## config.mk

```make
export PLATFORM = sky130hd
export DESIGN_NAME = round_robin_task_scheduler_core
export DESIGN_NICKNAME = d
export VERILOG_FILES = /design/src/hw/rtl/rrts_pkg.sv /design/src/hw/rtl/rrts_ram.sv /design/src/hw/rtl/rrts_datapath.sv /design/src/hw/rtl/rrts_ctrl.sv /design/src/hw/rtl/round_robin_task_scheduler_core.sv
export SDC_FILE = /design/constraint.sdc
export NUM_CORES = 2
export LEC_CHECK = 0
export BUFFER_PORTS_ARGS = -buffer_cell sky130_fd_sc_hd__buf_2
export CORE_MARGIN = 2
export CORE_UTILIZATION = 47
export CTS_BUF_LIST = sky130_fd_sc_hd__clkbuf_16
export DETAILED_ROUTE_END_ITERATION = 8
export SLEW_MARGIN = 20
export SYNTH_ARGS = -nofsm -noshare
export SYNTH_HDL_FRONTEND = slang
export SYNTH_SLANG_ARGS = --single-unit
```

## constraint.sdc

```tcl
create_clock -name i_clk -period 15.1 [get_ports i_clk]
set_clock_uncertainty 0.05 [all_clocks]
set_input_delay 0.755 -clock i_clk [delete_from_list [all_inputs] [get_ports i_clk]]
set_output_delay 0.755 -clock i_clk [all_outputs]
set_load 0.1 [all_outputs]
```

## src/hw/rtl/rrts_pkg.sv

```systemverilog
// package for the round robin task scheduler core
// widths, mode/status/error codes, datapath command codes and shared types
// no dependencies
`default_nettype none

package rrts_pkg;

    localparam int ID_W          = 7;
    localparam int PRIO_W        = 8;
    localparam int MODE_W        = 3;
    localparam int KIND_W        = 2;
    localparam int ERR_W         = 3;
    localparam int ST_W          = 3;
    localparam int DEF_MAX_TASKS = 64;

    localparam logic [ID_W-1:0] IDLE_ID_RESET = 7'd3;

    localparam logic [MODE_W-1:0] MODE_CREATE  = 3'd0;
    localparam logic [MODE_W-1:0] MODE_PREEMPT = 3'd1;
    localparam logic [MODE_W-1:0] MODE_BLOCK   = 3'd2;
    localparam logic [MODE_W-1:0] MODE_UNBLOCK = 3'd3;
    localparam logic [MODE_W-1:0] MODE_EXIT    = 3'd4;

    localparam logic [KIND_W-1:0] KIND_WAITING = 2'd1;
    localparam logic [KIND_W-1:0] KIND_HANGING = 2'd2;

    localparam logic [ST_W-1:0] ST_RUNNING = 3'd0;
    localparam logic [ST_W-1:0] ST_READY   = 3'd1;
    localparam logic [ST_W-1:0] ST_BLOCKED = 3'd2;
    localparam logic [ST_W-1:0] ST_WAITING = 3'd3;
    localparam logic [ST_W-1:0] ST_HANGING = 3'd4;
    localparam logic [ST_W-1:0] ST_DIED    = 3'd5;

    localparam logic [ERR_W-1:0] ERR_OK         = 3'd0;
    localparam logic [ERR_W-1:0] ERR_NO_FREE    = 3'd1;
    localparam logic [ERR_W-1:0] ERR_NOT_WAIT   = 3'd2;
    localparam logic [ERR_W-1:0] ERR_UNKNOWN    = 3'd3;
    localparam logic [ERR_W-1:0] ERR_NO_RUNNING = 3'd4;

    typedef logic [4:0] t_op;

    localparam t_op OP_NOP      = 5'd0;
    localparam t_op OP_LATCH    = 5'd1;
    localparam t_op OP_RD_TID   = 5'd2;
    localparam t_op OP_ERR      = 5'd3;
    localparam t_op OP_CREATE   = 5'd4;
    localparam t_op OP_BLOCK    = 5'd5;
    localparam t_op OP_UNBLK    = 5'd6;
    localparam t_op OP_EXIT     = 5'd7;
    localparam t_op OP_APP1     = 5'd8;
    localparam t_op OP_APP2     = 5'd9;
    localparam t_op OP_PUSH1    = 5'd10;
    localparam t_op OP_PUSH2    = 5'd11;
    localparam t_op OP_REM1     = 5'd12;
    localparam t_op OP_REM2     = 5'd13;
    localparam t_op OP_SCH_CUR  = 5'd14;
    localparam t_op OP_RD_IDLE  = 5'd15;
    localparam t_op OP_SCH_IDLE = 5'd16;
    localparam t_op OP_PICK     = 5'd17;
    localparam t_op OP_NONE_RUN = 5'd18;
    localparam t_op OP_RD_PRIO  = 5'd19;

    typedef struct packed {
        t_op              op;
        logic [ERR_W-1:0] err;
    } t_cmd;

    typedef struct packed {
        logic cur_valid;
        logic head_valid;
        logic free_ok;
        logic create_run;
        logic tid_used;
        logic tid_ready;
        logic tid_waiting;
        logic idle_waiting;
    } t_stat;

    function automatic logic id_ok(input logic [ID_W-1:0] id, input int max_ids);
        return (id != '0) && (int'(id) <= max_ids);
    endfunction

    function automatic logic st_is_waiting(input logic [ST_W-1:0] st);
        return (st == ST_BLOCKED) || (st == ST_WAITING) || (st == ST_HANGING);
    endfunction

endpackage

`default_nettype wire

```

## src/hw/rtl/rrts_ram.sv

```systemverilog
// generic single write, single read ram with registered read data
// no dependencies
`default_nettype none

module rrts_ram #(
    parameter int W     = 8,
    parameter int DEPTH = 64
) (
    input  wire logic                     i_clk,
    input  wire logic                     i_we,
    input  wire logic [$clog2(DEPTH)-1:0] i_waddr,
    input  wire logic [W-1:0]             i_wdata,
    input  wire logic                     i_re,
    input  wire logic [$clog2(DEPTH)-1:0] i_raddr,
    output logic      [W-1:0]             o_rdata
);

    logic [W-1:0] r_mem [DEPTH];

    always_ff @(posedge i_clk) begin
        if (i_we) begin
            r_mem[i_waddr] <= i_wdata;
        end
        if (i_re) begin
            o_rdata <= r_mem[i_raddr];
        end
    end

endmodule

`default_nettype wire

```

## src/hw/rtl/rrts_datapath.sv

```systemverilog
// scheduler datapath: queue pointers, id allocator, task tables in rams
// depends on rrts_pkg and rrts_ram
`default_nettype none

module rrts_datapath import rrts_pkg::*; #(
    parameter int MAX_TASKS = DEF_MAX_TASKS
) (
    input  wire logic              i_clk,
    input  wire logic              i_rst_n,
    input  wire logic              i_cfg_we,
    input  wire logic [ID_W-1:0]   i_cfg_wdata,
    input  wire logic [ID_W-1:0]   i_task_id,
    input  wire logic [PRIO_W-1:0] i_priority_req,
    input  wire logic [KIND_W-1:0] i_block_kind,
    input  wire logic              i_create_running,
    input  wire t_cmd              i_cmd,
    output t_stat                  o_stat,
    output logic [ID_W-1:0]        o_new_id,
    output logic [ID_W-1:0]        o_running_id,
    output logic [PRIO_W-1:0]      o_running_slice,
    output logic                   o_switched,
    output logic [ERR_W-1:0]       o_error
);

    localparam int AW = $clog2(MAX_TASKS);

    function automatic logic [AW-1:0] slot(input logic [ID_W-1:0] id);
        return AW'(id - ID_W'(1));
    endfunction

    logic [ID_W-1:0]      r_idle, n_idle;
    logic [ID_W-1:0]      r_head, n_head;
    logic [ID_W-1:0]      r_tail, n_tail;
    logic [ID_W-1:0]      r_cur, n_cur;
    logic [ID_W-1:0]      r_id, n_id;
    logic [MAX_TASKS-1:0] r_used, n_used;
    logic [ID_W-1:0]      r_tid, n_tid;
    logic [PRIO_W-1:0]    r_prio, n_prio;
    logic [KIND_W-1:0]    r_kind, n_kind;
    logic                 r_mkrun, n_mkrun;
    logic [ID_W-1:0]      r_new_id, n_new_id;
    logic                 r_sw, n_sw;
    logic [ERR_W-1:0]     r_err, n_err;

    logic              st_we, st_re, pr_we, pr_re, nx_we, nx_re, pv_we, pv_re;
    logic [AW-1:0]     st_waddr, st_raddr, pr_waddr, pr_raddr;
    logic [AW-1:0]     nx_waddr, nx_raddr, pv_waddr, pv_raddr;
    logic [ST_W-1:0]   st_wdata, st_rdata;
    logic [PRIO_W-1:0] pr_rdata;
    logic [ID_W-1:0]   nx_wdata, nx_rdata, pv_wdata, pv_rdata;

    logic [AW-1:0]   alloc;
    logic            free_ok;
    logic [ID_W-1:0] alloc_id;
    logic            cur_valid, head_valid, tail_valid, create_run;
    logic [ST_W-1:0] kind_st;

    always_comb begin
        alloc   = '0;
        free_ok = 1'b0;
        for (int i = MAX_TASKS - 1; i >= 0; i--) begin
            if (!r_used[i]) begin
                alloc   = AW'(i);
                free_ok = 1'b1;
            end
        end
    end

    assign alloc_id   = ID_W'(alloc) + ID_W'(1);
    assign cur_valid  = id_ok(r_cur, MAX_TASKS);
    assign head_valid = id_ok(r_head, MAX_TASKS);
    assign tail_valid = id_ok(r_tail, MAX_TASKS);
    assign create_run = r_mkrun && !cur_valid;

    always_comb begin
        case (r_kind)
            KIND_WAITING: kind_st = ST_WAITING;
            KIND_HANGING: kind_st = ST_HANGING;
            default:      kind_st = ST_BLOCKED;
        endcase
    end

    always_comb begin
        o_stat.cur_valid    = cur_valid;
        o_stat.head_valid   = head_valid;
        o_stat.free_ok      = free_ok;
        o_stat.create_run   = create_run;
        o_stat.tid_used     = id_ok(r_tid, MAX_TASKS) && r_used[slot(r_tid)];
        o_stat.tid_ready    = (st_rdata == ST_READY);
        o_stat.tid_waiting  = st_is_waiting(st_rdata);
        o_stat.idle_waiting = id_ok(r_idle, MAX_TASKS) && r_used[slot(r_idle)]
                              && st_is_waiting(st_rdata);
    end

    always_comb begin
        n_idle   = i_cfg_we ? i_cfg_wdata : r_idle;
        n_head   = r_head;
        n_tail   = r_tail;
        n_cur    = r_cur;
        n_id     = r_id;
        n_used   = r_used;
        n_tid    = r_tid;
        n_prio   = r_prio;
        n_kind   = r_kind;
        n_mkrun  = r_mkrun;
        n_new_id = r_new_id;
        n_sw     = r_sw;
        n_err    = r_err;
        st_we = 1'b0; st_waddr = '0; st_wdata = ST_RUNNING;
        st_re = 1'b0; st_raddr = '0;
        pr_we = 1'b0; pr_waddr = '0;
        pr_re = 1'b0; pr_raddr = '0;
        nx_we = 1'b0; nx_waddr = '0; nx_wdata = '0;
        nx_re = 1'b0; nx_raddr = '0;
        pv_we = 1'b0; pv_waddr = '0; pv_wdata = '0;
        pv_re = 1'b0; pv_raddr = '0;
        unique case (i_cmd.op)
            OP_LATCH: begin
                n_tid    = i_task_id;
                n_prio   = i_priority_req;
                n_kind   = i_block_kind;
                n_mkrun  = i_create_running;
                n_new_id = '0;
                n_sw     = 1'b0;
                n_err    = ERR_OK;
            end
            OP_RD_TID: begin
                st_re    = 1'b1;
                st_raddr = slot(r_tid);
            end
            OP_ERR: begin
                n_err = i_cmd.err;
            end
            OP_CREATE: begin
                n_used[alloc] = 1'b1;
                pr_we    = 1'b1;
                pr_waddr = alloc;
                st_we    = 1'b1;
                st_waddr = alloc;
                st_wdata = create_run ? ST_RUNNING : ST_READY;
                n_new_id = alloc_id;
                n_id     = alloc_id;
                if (create_run) begin
                    n_cur = alloc_id;
                    n_sw  = 1'b1;
                end
            end
            OP_BLOCK: begin
                st_we    = 1'b1;
                st_waddr = slot(r_cur);
                st_wdata = kind_st;
            end
            OP_UNBLK: begin
                st_we    = 1'b1;
                st_waddr = slot(r_tid);
                st_wdata = ST_READY;
                n_id     = r_tid;
            end
            OP_EXIT: begin
                st_we    = 1'b1;
                st_waddr = slot(r_tid);
                st_wdata = ST_DIED;
                n_used[slot(r_tid)] = 1'b0;
                n_id     = r_tid;
                if (r_cur == r_tid) begin
                    n_cur = '0;
                end
            end
            OP_APP1: begin
                nx_we    = 1'b1;
                nx_waddr = slot(r_id);
                nx_wdata = '0;
                pv_we    = 1'b1;
                pv_waddr = slot(r_id);
                pv_wdata = r_tail;
            end
            OP_APP2: begin
                if (tail_valid) begin
                    nx_we    = 1'b1;
                    nx_waddr = slot(r_tail);
                    nx_wdata = r_id;
                end else begin
                    n_head = r_id;
                end
                n_tail = r_id;
            end
            OP_PUSH1: begin
                pv_we    = 1'b1;
                pv_waddr = slot(r_id);
                pv_wdata = '0;
                nx_we    = 1'b1;
                nx_waddr = slot(r_id);
                nx_wdata = r_head;
            end
            OP_PUSH2: begin
                if (head_valid) begin
                    pv_we    = 1'b1;
                    pv_waddr = slot(r_head);
                    pv_wdata = r_id;
                end else begin
                    n_tail = r_id;
                end
                n_head = r_id;
            end
            OP_REM1: begin
                nx_re    = 1'b1;
                nx_raddr = slot(r_id);
                pv_re    = 1'b1;
                pv_raddr = slot(r_id);
            end
            OP_REM2: begin
                if (id_ok(pv_rdata, MAX_TASKS)) begin
                    nx_we    = 1'b1;
                    nx_waddr = slot(pv_rdata);
                    nx_wdata = nx_rdata;
                end else begin
                    n_head = nx_rdata;
                end
                if (id_ok(nx_rdata, MAX_TASKS)) begin
                    pv_we    = 1'b1;
                    pv_waddr = slot(nx_rdata);
                    pv_wdata = pv_rdata;
                end else begin
                    n_tail = pv_rdata;
                end
            end
            OP_SCH_CUR: begin
                st_we    = 1'b1;
                st_waddr = slot(r_cur);
                st_wdata = ST_READY;
                n_id     = r_cur;
            end
            OP_RD_IDLE: begin
                st_re    = 1'b1;
                st_raddr = slot(r_idle);
            end
            OP_SCH_IDLE: begin
                st_we    = 1'b1;
                st_waddr = slot(r_idle);
                st_wdata = ST_READY;
                n_id     = r_idle;
            end
            OP_PICK: begin
                st_we    = 1'b1;
                st_waddr = slot(r_head);
                st_wdata = ST_RUNNING;
                n_id     = r_head;
                n_cur    = r_head;
                n_sw     = 1'b1;
            end
            OP_NONE_RUN: begin
                n_cur = '0;
            end
            OP_RD_PRIO: begin
                pr_re    = 1'b1;
                pr_raddr = slot(r_cur);
            end
            default: begin
            end
        endcase
    end

    always_ff @(posedge i_clk) begin
        if (!i_rst_n) begin
            r_idle <= IDLE_ID_RESET;
            r_head <= '0;
            r_tail <= '0;
            r_cur  <= '0;
            r_used <= '0;
        end else begin
            r_idle <= n_idle;
            r_head <= n_head;
            r_tail <= n_tail;
            r_cur  <= n_cur;
            r_used <= n_used;
        end
        r_id     <= n_id;
        r_tid    <= n_tid;
        r_prio   <= n_prio;
        r_kind   <= n_kind;
        r_mkrun  <= n_mkrun;
        r_new_id <= n_new_id;
        r_sw     <= n_sw;
        r_err    <= n_err;
    end

    rrts_ram #(.W(ST_W), .DEPTH(MAX_TASKS)) u_status (
        .i_clk(i_clk), .i_we(st_we), .i_waddr(st_waddr), .i_wdata(st_wdata),
        .i_re(st_re), .i_raddr(st_raddr), .o_rdata(st_rdata)
    );

    rrts_ram #(.W(PRIO_W), .DEPTH(MAX_TASKS)) u_prio (
        .i_clk(i_clk), .i_we(pr_we), .i_waddr(pr_waddr), .i_wdata(r_prio),
        .i_re(pr_re), .i_raddr(pr_raddr), .o_rdata(pr_rdata)
    );

    rrts_ram #(.W(ID_W), .DEPTH(MAX_TASKS)) u_next (
        .i_clk(i_clk), .i_we(nx_we), .i_waddr(nx_waddr), .i_wdata(nx_wdata),
        .i_re(nx_re), .i_raddr(nx_raddr), .o_rdata(nx_rdata)
    );

    rrts_ram #(.W(ID_W), .DEPTH(MAX_TASKS)) u_prev (
        .i_clk(i_clk), .i_we(pv_we), .i_waddr(pv_waddr), .i_wdata(pv_wdata),
        .i_re(pv_re), .i_raddr(pv_raddr), .o_rdata(pv_rdata)
    );

    assign o_new_id        = r_new_id;
    assign o_running_id    = r_cur;
    assign o_running_slice = cur_valid ? pr_rdata : '0;
    assign o_switched      = r_sw;
    assign o_error         = r_err;

endmodule

`default_nettype wire

```

## src/hw/rtl/rrts_ctrl.sv

```systemverilog
// scheduler controller: sequences queue and table operations per event
// depends on rrts_pkg
`default_nettype none

module rrts_ctrl import rrts_pkg::*; (
    input  wire logic              i_clk,
    input  wire logic              i_rst_n,
    input  wire logic              start,
    input  wire logic [MODE_W-1:0] i_mode,
    input  wire logic              i_reschedule,
    input  wire t_stat             i_stat,
    output t_cmd                   o_cmd,
    output logic                   busy,
    output logic                   o_done
);

    localparam logic [3:0] S_IDLE  = 4'd0;
    localparam logic [3:0] S_RDST  = 4'd1;
    localparam logic [3:0] S_DISP  = 4'd2;
    localparam logic [3:0] S_APP1  = 4'd3;
    localparam logic [3:0] S_APP2  = 4'd4;
    localparam logic [3:0] S_PUSH1 = 4'd5;
    localparam logic [3:0] S_PUSH2 = 4'd6;
    localparam logic [3:0] S_REM1  = 4'd7;
    localparam logic [3:0] S_REM2  = 4'd8;
    localparam logic [3:0] S_EXIT2 = 4'd9;
    localparam logic [3:0] S_SCH0  = 4'd10;
    localparam logic [3:0] S_SCH1  = 4'd11;
    localparam logic [3:0] S_SCH2  = 4'd12;
    localparam logic [3:0] S_SCH3  = 4'd13;
    localparam logic [3:0] S_DONE  = 4'd14;
    localparam logic [3:0] S_OUT   = 4'd15;

    logic [3:0]        r_state, n_state;
    logic [3:0]        r_ret, n_ret;
    logic [MODE_W-1:0] r_mode, n_mode;
    logic              r_resched, n_resched;

    always_comb begin
        n_state   = r_state;
        n_ret     = r_ret;
        n_mode    = r_mode;
        n_resched = r_resched;
        o_cmd.op  = OP_NOP;
        o_cmd.err = ERR_OK;
        unique case (r_state)
            S_IDLE: begin
                if (start) begin
                    o_cmd.op  = OP_LATCH;
                    n_mode    = i_mode;
                    n_resched = i_reschedule;
                    n_state   = S_RDST;
                end
            end
            S_RDST: begin
                o_cmd.op = OP_RD_TID;
                n_state  = S_DISP;
            end
            S_DISP: begin
                n_state = S_DONE;
                case (r_mode)
                    MODE_CREATE: begin
                        if (!i_stat.free_ok) begin
                            o_cmd.op  = OP_ERR;
                            o_cmd.err = ERR_NO_FREE;
                        end else begin
                            o_cmd.op = OP_CREATE;
                            if (!i_stat.create_run) begin
                                n_ret   = S_DONE;
                                n_state = S_APP1;
                            end
                        end
                    end
                    MODE_PREEMPT, MODE_BLOCK: begin
                        if (!i_stat.cur_valid) begin
                            o_cmd.op  = OP_ERR;
                            o_cmd.err = ERR_NO_RUNNING;
                        end else begin
                            if (r_mode == MODE_BLOCK) begin
                                o_cmd.op = OP_BLOCK;
                            end
                            n_state = S_SCH0;
                        end
                    end
                    MODE_UNBLOCK: begin
                        if (!i_stat.tid_used) begin
                            o_cmd.op  = OP_ERR;
                            o_cmd.err = ERR_UNKNOWN;
                        end else if (!i_stat.tid_waiting) begin
                            o_cmd.op  = OP_ERR;
                            o_cmd.err = ERR_NOT_WAIT;
                        end else begin
                            o_cmd.op = OP_UNBLK;
                            n_ret    = S_DONE;
                            n_state  = S_PUSH1;
                        end
                    end
                    MODE_EXIT: begin
                        if (!i_stat.tid_used) begin
                            o_cmd.op  = OP_ERR;
                            o_cmd.err = ERR_UNKNOWN;
                        end else begin
                            o_cmd.op = OP_EXIT;
                            if (i_stat.tid_ready) begin
                                n_ret   = S_EXIT2;
                                n_state = S_REM1;
                            end else begin
                                n_state = S_EXIT2;
                            end
                        end
                    end
                    default: begin
                    end
                endcase
            end
            S_APP1: begin
                o_cmd.op = OP_APP1;
                n_state  = S_APP2;
            end
            S_APP2: begin
                o_cmd.op = OP_APP2;
                n_state  = r_ret;
            end
            S_PUSH1: begin
                o_cmd.op = OP_PUSH1;
                n_state  = S_PUSH2;
            end
            S_PUSH2: begin
                o_cmd.op = OP_PUSH2;
                n_state  = r_ret;
            end
            S_REM1: begin
                o_cmd.op = OP_REM1;
                n_state  = S_REM2;
            end
            S_REM2: begin
                o_cmd.op = OP_REM2;
                n_state  = r_ret;
            end
            S_EXIT2: begin
                n_state = r_resched ? S_SCH0 : S_DONE;
            end
            S_SCH0: begin
                if (i_stat.cur_valid && (r_mode != MODE_BLOCK)) begin
                    o_cmd.op = OP_SCH_CUR;
                    n_ret    = S_SCH1;
                    n_state  = S_APP1;
                end else begin
                    n_state = S_SCH1;
                end
            end
            S_SCH1: begin
                o_cmd.op = OP_RD_IDLE;
                n_state  = S_SCH2;
            end
            S_SCH2: begin
                if (!i_stat.head_valid && i_stat.idle_waiting) begin
                    o_cmd.op = OP_SCH_IDLE;
                    n_ret    = S_SCH3;
                    n_state  = S_PUSH1;
                end else begin
                    n_state = S_SCH3;
                end
            end
            S_SCH3: begin
                if (i_stat.head_valid) begin
                    o_cmd.op = OP_PICK;
                    n_ret    = S_DONE;
                    n_state  = S_REM1;
                end else begin
                    o_cmd.op = OP_NONE_RUN;
                    n_state  = S_DONE;
                end
            end
            S_DONE: begin
                o_cmd.op = OP_RD_PRIO;
                n_state  = S_OUT;
            end
            S_OUT: begin
                n_state = S_IDLE;
            end
            default: begin
                n_state = S_IDLE;
            end
        endcase
    end

    always_ff @(posedge i_clk) begin
        if (!i_rst_n) begin
            r_state <= S_IDLE;
        end else begin
            r_state <= n_state;
        end
        r_ret     <= n_ret;
        r_mode    <= n_mode;
        r_resched <= n_resched;
    end

    assign busy   = (r_state != S_IDLE);
    assign o_done = (r_state == S_OUT);

endmodule

`default_nettype wire

```

## src/hw/rtl/round_robin_task_scheduler_core.sv

```systemverilog
// round robin ready queue task scheduler with id allocator
// one event at a time; o_done rises once the controller has walked the
// single write, single read port link rams for that event
// busy stays high until the cycle after the o_done strobe; results cannot be stalled
// synchronous active low reset empties the queue, frees all ids, idle id 3
// depends on rrts_pkg, rrts_ctrl, rrts_datapath
`default_nettype none

module round_robin_task_scheduler_core import rrts_pkg::*; #(
    parameter int MAX_TASKS = DEF_MAX_TASKS
) (
    input  wire logic              i_clk,
    input  wire logic              i_rst_n,
    input  wire logic              i_cfg_we,
    input  wire logic [ID_W-1:0]   i_cfg_wdata,
    input  wire logic              start,
    output logic                   busy,
    input  wire logic [MODE_W-1:0] i_mode,
    input  wire logic [ID_W-1:0]   i_task_id,
    input  wire logic [PRIO_W-1:0] i_priority_req,
    input  wire logic [KIND_W-1:0] i_block_kind,
    input  wire logic              i_create_running,
    input  wire logic              i_reschedule,
    output logic                   o_done,
    output logic [ID_W-1:0]        o_new_id,
    output logic [ID_W-1:0]        o_running_id,
    output logic [PRIO_W-1:0]      o_running_slice,
    output logic                   o_switched,
    output logic [ERR_W-1:0]       o_error
);

    t_cmd  cmd;
    t_stat stat;

    rrts_ctrl u_ctrl (
        .i_clk        (i_clk),
        .i_rst_n      (i_rst_n),
        .start        (start),
        .i_mode       (i_mode),
        .i_reschedule (i_reschedule),
        .i_stat       (stat),
        .o_cmd        (cmd),
        .busy         (busy),
        .o_done       (o_done)
    );

    rrts_datapath #(.MAX_TASKS(MAX_TASKS)) u_dp (
        .i_clk            (i_clk),
        .i_rst_n          (i_rst_n),
        .i_cfg_we         (i_cfg_we),
        .i_cfg_wdata      (i_cfg_wdata),
        .i_task_id        (i_task_id),
        .i_priority_req   (i_priority_req),
        .i_block_kind     (i_block_kind),
        .i_create_running (i_create_running),
        .i_cmd            (cmd),
        .o_stat           (stat),
        .o_new_id         (o_new_id),
        .o_running_id     (o_running_id),
        .o_running_slice  (o_running_slice),
        .o_switched       (o_switched),
        .o_error          (o_error)
    );

endmodule

`default_nettype wire

```

== Yosys cells after proc, flatten, opt, wreduce, memory -nomap -nowiden ==
Memories as Yosys holds them, arrays and structs flattened. A register that Yosys moved wholly into a read port is not among the register bits.
Index checks and enable logic that the tools add are counted.
Operators by class
  $add $sub $neg: 9
  $lt $le $gt $ge: 12
  eq/ne operators: 63
  mux-type cells: 233
  bitwise gates (word level): 3
  reductions and logical operators: 51
Operators by type and width (count)
  6-bit 2-to-1 mux: 71
  64-bit case mux with 2 select lines: 1
  1-bit 2-to-1 mux: 89
  7-bit case mux with 3 select lines: 4
  4-bit 2-to-1 mux: 20
  7-bit 2-to-1 mux: 10
  5-bit case mux with 14 select lines: 1
  64-bit AND: 1
  64-bit inverter: 1
  64-bit OR: 1
  4-bit case mux with 14 select lines: 1
  7-bit less-or-equal comparator, second input constant: 7
  7-bit nonzero test: 7
  6-bit by 1-bit subtractor with 6-bit output, second input constant: 8
  5-bit by 4-bit equality test with 1-bit output, second input constant: 8
  6-bit case mux with 3 select lines: 2
  7-bit case mux with 5 select lines: 1
  4-bit equality test, second input constant: 8
  4-bit case mux with 4 select lines: 2
  8-bit case mux with 4 select lines: 1
  6-bit case mux with 5 select lines: 1
  7-bit case mux with 4 select lines: 1
  3-bit 2-to-1 mux: 8
  6-bit by 7-bit < comparator with 1-bit output, second input constant: 3
  other kinds (46): 114
Storage, ports and cells
  register bits: 140
  RAM bits: 1600
  input port bits: 33
  output and inout port bits: 28
  logic and storage cells: 392
  memories: 4
Memory list
  u_dp.u_prio.r_mem: depth 64, width 8, read ports 1, clocked after memory_dff 1, write ports 1, RTL line rrts_ram.sv:18  | logic [W-1:0] r_mem [DEPTH];
  u_dp.u_next.r_mem: depth 64, width 7, read ports 1, clocked after memory_dff 1, write ports 1, RTL line rrts_ram.sv:18
  u_dp.u_prev.r_mem: depth 64, width 7, read ports 1, clocked after memory_dff 1, write ports 1, RTL line rrts_ram.sv:18
  u_dp.u_status.r_mem: depth 64, width 3, read ports 1, clocked after memory_dff 1, write ports 1, RTL line rrts_ram.sv:18

== Logic depth before layout (Yosys ltp) ==
  depth after elaboration: 72
  gate-level depth with buffers: 18
  mapped depth without buffers: 14

== Modules after synthesis ==
From an unflattened synthesis, not the netlist that was laid out.
Unflattened totals
  cell total of the unflattened synthesis: 4292
  area total of the unflattened synthesis: 73629.4 um2
Modules (own cells, without submodules)
  rrts_ram at u_dp.u_prio: instances 1, cells each 940, area an instance 20246.9 um2, sequential area each 15615.0 um2
  rrts_ram at u_dp.u_next: instances 1, cells each 837, area an instance 17743.3 um2, sequential area each 13663.1 um2
  rrts_ram at u_dp.u_prev: instances 1, cells each 827, area an instance 17705.7 um2, sequential area each 13663.1 um2
  rrts_datapath: instances 1, cells each 1114, area an instance 8959.8 um2, sequential area each 2922.8 um2
  rrts_ram at u_dp.u_status: instances 1, cells each 423, area an instance 7893.8 um2, sequential area each 5855.6 um2
  rrts_ctrl: instances 1, cells each 151, area an instance 1079.8 um2, sequential area each 290.3 um2

== Worst setup path before layout ==
OpenSTA, ideal clock, no wires.
  kind: reg-to-reg
  start point: register u_dp.r_cur[0] (netlist: u_dp.o_running_id[0])
  end point: memory u_dp.u_next.r_mem[0][0] (netlist bit) (data pin)
  library setup time: 567 ps
  arrival: 5257 ps
  required time: 14483 ps
  slack: 9226 ps
  stages on the path, launching flop included: 13
  path buffers: 3
  period minus slack after synthesis: 5874 ps
  cell sequence: dfxtp_1 -> clkbuf_1 -> inv_1 -> clkbuf_1 -> buf_1 -> ha_1 -> nand2b_1 -> nor3_1 -> o31ai_1 -> o211ai_1 -> a2111oi_4 -> o211ai_1 -> o221ai_1
On the way
  cells in the longest elaborated chain, start to end: 7
  elaborated cells between the ends (all ways): 12
  those cells by class: order compare (1); eq/ne (3); mux (5); reduce/logical (3)
RTL lines
  start, declared: RTL line rrts_datapath.sv:34  | logic [ID_W-1:0] r_cur, n_cur;
  start signal, assigned: RTL line rrts_datapath.sv:274  | r_cur <= n_cur;
  7-bit less-or-equal comparator / 7-bit nonzero test (equally long branches): RTL line rrts_pkg.sv:80  | return (id != '0) && (int'(id) <= max_ids);
  1-bit logical AND *: RTL line rrts_pkg.sv:80
  5-bit 2-to-1 mux / 1-bit logical AND (equally long branches): RTL line rrts_ctrl.sv:75, rrts_ctrl.sv:144
  8-bit case mux with 4 select lines / 4-bit 2-to-1 mux (equally long branches): RTL line rrts_ctrl.sv:61, rrts_ctrl.sv:144
  5-bit case mux with 14 select lines *: RTL line rrts_ctrl.sv:46  | unique case (r_state)
  5-bit by 4-bit equality test with 1-bit output: RTL line rrts_datapath.sv:117  | unique case (i_cmd.op)
  7-bit case mux with 3 select lines *: RTL line rrts_datapath.sv:117
  named net u_dp.nx_wdata[0]: RTL line rrts_datapath.sv:50  | logic [ID_W-1:0] nx_wdata, nx_rdata, pv_wdata, pv_rdata;
  end, declared: RTL line rrts_ram.sv:18
Mark *: on every way through the listed nets, which the timed path passes. The rest lies on a longest branch.

== Worst setup path in the final report ==
  start point: register u_dp.r_tid[0]
  end point: memory u_dp.u_next.r_mem[42][6] (netlist bit) (enable)
On the way
  cells in the longest elaborated chain, start to end: 12
  elaborated cells between the ends (all ways): 20
  those cells by class: add/sub (1); order compare (1); eq/ne (4); mux (10); reduce/logical (4)
RTL lines
  start, declared: RTL line rrts_datapath.sv:37  | logic [ID_W-1:0] r_tid, n_tid;
  start signal, assigned: RTL line rrts_datapath.sv:278  | r_tid <= n_tid;
  6-bit by 1-bit subtractor with 6-bit output: RTL line rrts_datapath.sv:28  | return AW'(id - ID_W'(1));
  1-bit binary-select mux with 6-bit select: RTL line rrts_datapath.sv:88  | o_stat.tid_used = id_ok(r_tid, MAX_TASKS) && r_used[slot(r_tid)];
  1-bit 2-to-1 mux (not written as such): RTL line rrts_datapath.sv:88
  1-bit logical AND *: RTL line rrts_datapath.sv:88
  8-bit 2-to-1 mux / 3-bit 2-to-1 mux (equally long branches): RTL line rrts_ctrl.sv:86, rrts_ctrl.sv:99
  8-bit case mux with 4 select lines *: RTL line rrts_ctrl.sv:61  | case (r_mode)
  5-bit case mux with 14 select lines *: RTL line rrts_ctrl.sv:46
  5-bit by 4-bit equality test with 1-bit output: RTL line rrts_datapath.sv:117
  2-bit OR reduction (no line)
  1-bit case mux with 3 select lines: RTL line rrts_datapath.sv:117
  1-bit 2-to-1 mux: RTL line rrts_ram.sv:21  | if (i_we) begin
  1-bit 2-to-1 mux (not written as such): RTL line rrts_ram.sv:22  | r_mem[i_waddr] <= i_wdata;
Every way passes the cells marked *; elsewhere a longest branch is shown, timed or not. The select of a mux whose other input is x is not followed.

==> impl_metrics.csv <==
group,metric,value,unit
global_routing,track_usage,0.2449,
yosys,ys.flop_type,"edfxtp_1",
global_routing,first_global_vias,46360,
clock_tree,cts_tree,"built",
final_layout,stdcell_area,85550,um^2
yosys,seq_area_frac_synth,0.6778,
placement,place_area,79410,um^2
clock_tree,cts_sinks,1764,
routing,wl_per_cell,27.16,um
final_layout,final_util,0.5268,
worst_setup_path,arrival,7.64,ns
floorplanning,std_cell_rows,148,
worst_setup_path,max_stage_delay,0.85,ns
final_layout,area_growth,11.49,%
yosys,synthArstFlopShare,0,
sta,worst_pin_slew,1.149,ns
floorplanning,io_pins,61,
clock_tree,cts_buffers,183,
routing,vias_per_cell,6.224,
status,status,"complete, no violations",
worst_setup_path,critPathSlowestCell,"o211ai_1",
clock_tree,root_buffer,"clkbuf_16",
power,power_density,117.7,nW/um^2
floorplanning,core_area,162400,um^2
sta,period_minus_slack,7.256,ns
power,power.leakage,26.50,nW
routing,detail_route.wirelength,207600,um
yosys,yosysWarnings,0,
routing,dr.pass1.iters,7,
clock_tree,clkLatencyLatePin,0.83,ns
placement,globalplace.congestion,0.9881,
final_layout,drive_gt1_frac,0.1499,
worst_setup_path,cp.required,15.49,ns
worst_setup_path,cp_max_fo,49,
global_routing,grt_pass1_wl,307500,um
yosys,syn_area,76730,um^2
final_layout,final_common_cell,"edfxtp_1",
sta,setup_viol,0,
sta,slew_viol_final,0,
routing,drcViolationCount,0,
worst_setup_path,crit_type,"flip-flop to flip-flop",
worst_setup_path,critPathCaptureType,"flip-flop",
clock_tree,ctsResizeCount,0,
global_routing,grt_max_degree,183,
routing,num_vias,47570,
yosys,postSynthCellCount,5329,
global_routing,grt_overflow,0,
floorplanning,dieHeight,408.0,um
routing,ant_nets,0,
final_layout,finalNetCount,5359,
sta,hold_viol,0,
sta,period_share,0.4806,
power,p_total,10.07,mW
routing,drt_iter0_drc,5604,
yosys,synth_seq_cells,1764,
worst_setup_path,critical_path.cell_chain,"buf_4 > clkinv_1 > ha_1 > xnor2_4 > mux2i_1 > nand4_1 > a222oi_1 > o211ai_2 > o211ai_1 > a2bb2oi_1 > o211ai_1 > buf_4 > nor3_1",
yosys,synth_nets,5378,
sta,rsz0062_at_grt,"false",
sta,timing.fmax,137.8,MHz
global_routing,antenna_found_initial,5,
floorplanning,die_area,166500,um^2
sta,slew_headroom,0.2337,
sta,whs,0.05962,ns
placement,io_buffers,60,
sta,finalSetupTns,0,ns
worst_setup_path,startpoint_type,"flip-flop",
clock_tree,clock_path_buffers,3,
run,maxCapViolations,0,
power,ir_worst_vdd,0.1227,mV
placement,hpwl,126800,um
floorplanning,dieWidth,408.0,um
yosys,synth_edf_count,1668,
final_layout,final_cell_mix,"edfxtp_1, nand2_1, or3_1, o21ai_0, mux4_2",
final_layout,final.fill_count,13260,
clock_tree,clkSlewWorstSetupHoldPaths,0.06,ns
yosys,yosysUniqueCellTypes,89,
yosys,syn_area_per_cell,14.40,um^2
floorplanning,initial_core_util,0.4725,
clock_tree,h-tree-depth,4,
worst_hold_path,worstHoldPathType,"input port to flip-flop",
[final timing paths]
kind                                        start                       end  slack (ns)  cells after the start
worst max-delay path                u_dp.r_tid[0]  u_dp.u_next.r_mem[42][6]        7.84                     13
worst max register to register      u_dp.r_tid[0]  u_dp.u_next.r_mem[42][6]        7.84                     13
worst min register to register     u_dp.r_tail[6]            u_dp.r_tail[6]        0.51                      2
worst min-delay path            i_priority_req[1]            u_dp.r_prio[1]        0.06                      1
[what timing repair did]
action / in CTS / in global routing
hold buffers: 3 / 0
buffers inserted: 0 / 0
endpoints found under the hold margin: 3 / 0
[state kept, by name (all words and copies together) (netlist names), 3 cells and up]
name / cells
u_dp.o_running_id: 7
u_dp.r_head: 7
u_dp.r_tail: 7
u_dp.r_used: 64
u_dp.r_idle: 7
u_dp.u_next.r_mem: 448
u_ctrl.r_mode: 3
u_ctrl.r_ret: 3
u_dp.u_status.r_mem: 192
u_dp.o_error: 3
u_dp.u_next.o_rdata: 7
u_dp.r_tid: 7
u_dp.u_status.o_rdata: 3
u_dp.u_prev.o_rdata: 7
u_dp.r_prio: 8
u_dp.u_prev.r_mem: 448
u_dp.r_id: 7
u_dp.o_new_id: 7
u_ctrl.r_state: 4
u_dp.u_prio.o_rdata: 8
u_dp.u_prio.r_mem: 512
[cells in the mapped netlist (19+ instances only)]
cell type  instances  share of area
nor3b_1           19         0.0019
nor2b_1           24         0.0020
mux2i_1           83          0.011
and2_0            42         0.0034
buf_1             44         0.0022
nand3_1           63         0.0041
nor4_1            92         0.0075
a31oi_1          155          0.013
a21oi_1           71         0.0046
xnor2_1           28         0.0032
buf_2             37         0.0024
o21ai_0          268          0.017
a311oi_1          27         0.0031
clkbuf_1         316          0.015
a211oi_1         211          0.021
nand4_1           29         0.0024
nor3_1           111         0.0072
mux4_2           233          0.068
a222oi_1          20         0.0026
o21a_1           103          0.010
edfxtp_1        1668           0.65
or3_1            303          0.025
nor2_1           210          0.010
o211ai_1         140          0.014
nand2_1          436          0.021
nand2b_1          19         0.0015
xor2_1            27         0.0031
inv_1             51         0.0025
dfxtp_1           96          0.025
and2_1           140          0.011
[report_power, final]
part / total [mW] / internal, mW / switching, mW
sequential: 5.34 / 5.32 / 0.0142
clock: 4.41 / 2.48 / 1.93
combinational: 0.325 / 0.0848 / 0.240
total: 10.1 / 7.89 / 2.18
[per-layer routing]
metal	share of wire	global-route usage	routed length [um]	vias to the layer above
met4	0.025	0.06654	5270	4
li1	-	-	-	21070
met2	0.47	0.3851	97470	1946
met3	0.075	0.04053	15470	353
met1	0.43	0.3548	89350	24190
met5	0.00013	0	27	-
[area by class of cell]
| type | count | area [um^2] | area share |
|---|---|---|---|
| Clock inverter | 155 | 1320 | 0.01543 |
| Clock buffer | 185 | 4629 | 0.05412 |
| Timing Repair Buffer | 204 | 1441 | 0.01685 |
| Antenna cell | 2 | 5.005 | 0.00005850 |
| Sequential cell | 1764 | 52010 | 0.6080 |
| Tap cell | 2175 | 2721 | 0.03181 |
| Multi-Input combinational cell | 3105 | 23210 | 0.2714 |
| Inverter | 52 | 203.9 | 0.002384 |
[logic make-up after synthesis]
group                      count (synthesis)  synth area share
adders and majority gates                 16          0.002609
buffers and inverters                    460           0.02399
AOI/OAI and AO/OA                       1134            0.1008
DFF                                     1764            0.6778
xor gates and xnor gates                  57          0.006849
muxes                                    326           0.08069
and+or+nand+nor                         1572            0.1072
[worst max-delay path: cells and delay by family (launching register included)]
kind	cells	cell delay (ns)
AOI/OAI and AO/OA	5	2.77
xor gates and xnor gates	1	0.74
adders and majority gates	1	0.44
buffers and inverters	3	1.23
DFF	1	0.32
muxes	1	0.29
and+or+nand+nor	2	0.98
[metrics by stage]
| stage | std cells | setup slack, ns |
|---|---|---|
| floorplan | 5329 | 9.226 |
| global placement | 7294 | 8.138 |
| detailed placement | 7294 | 7.915 |
| CTS | 7637 | 7.891 |
| global route | 7642 | 7.529 |
| finish | 7642 | 7.844 |
Power figures use the tool's default switching activity.
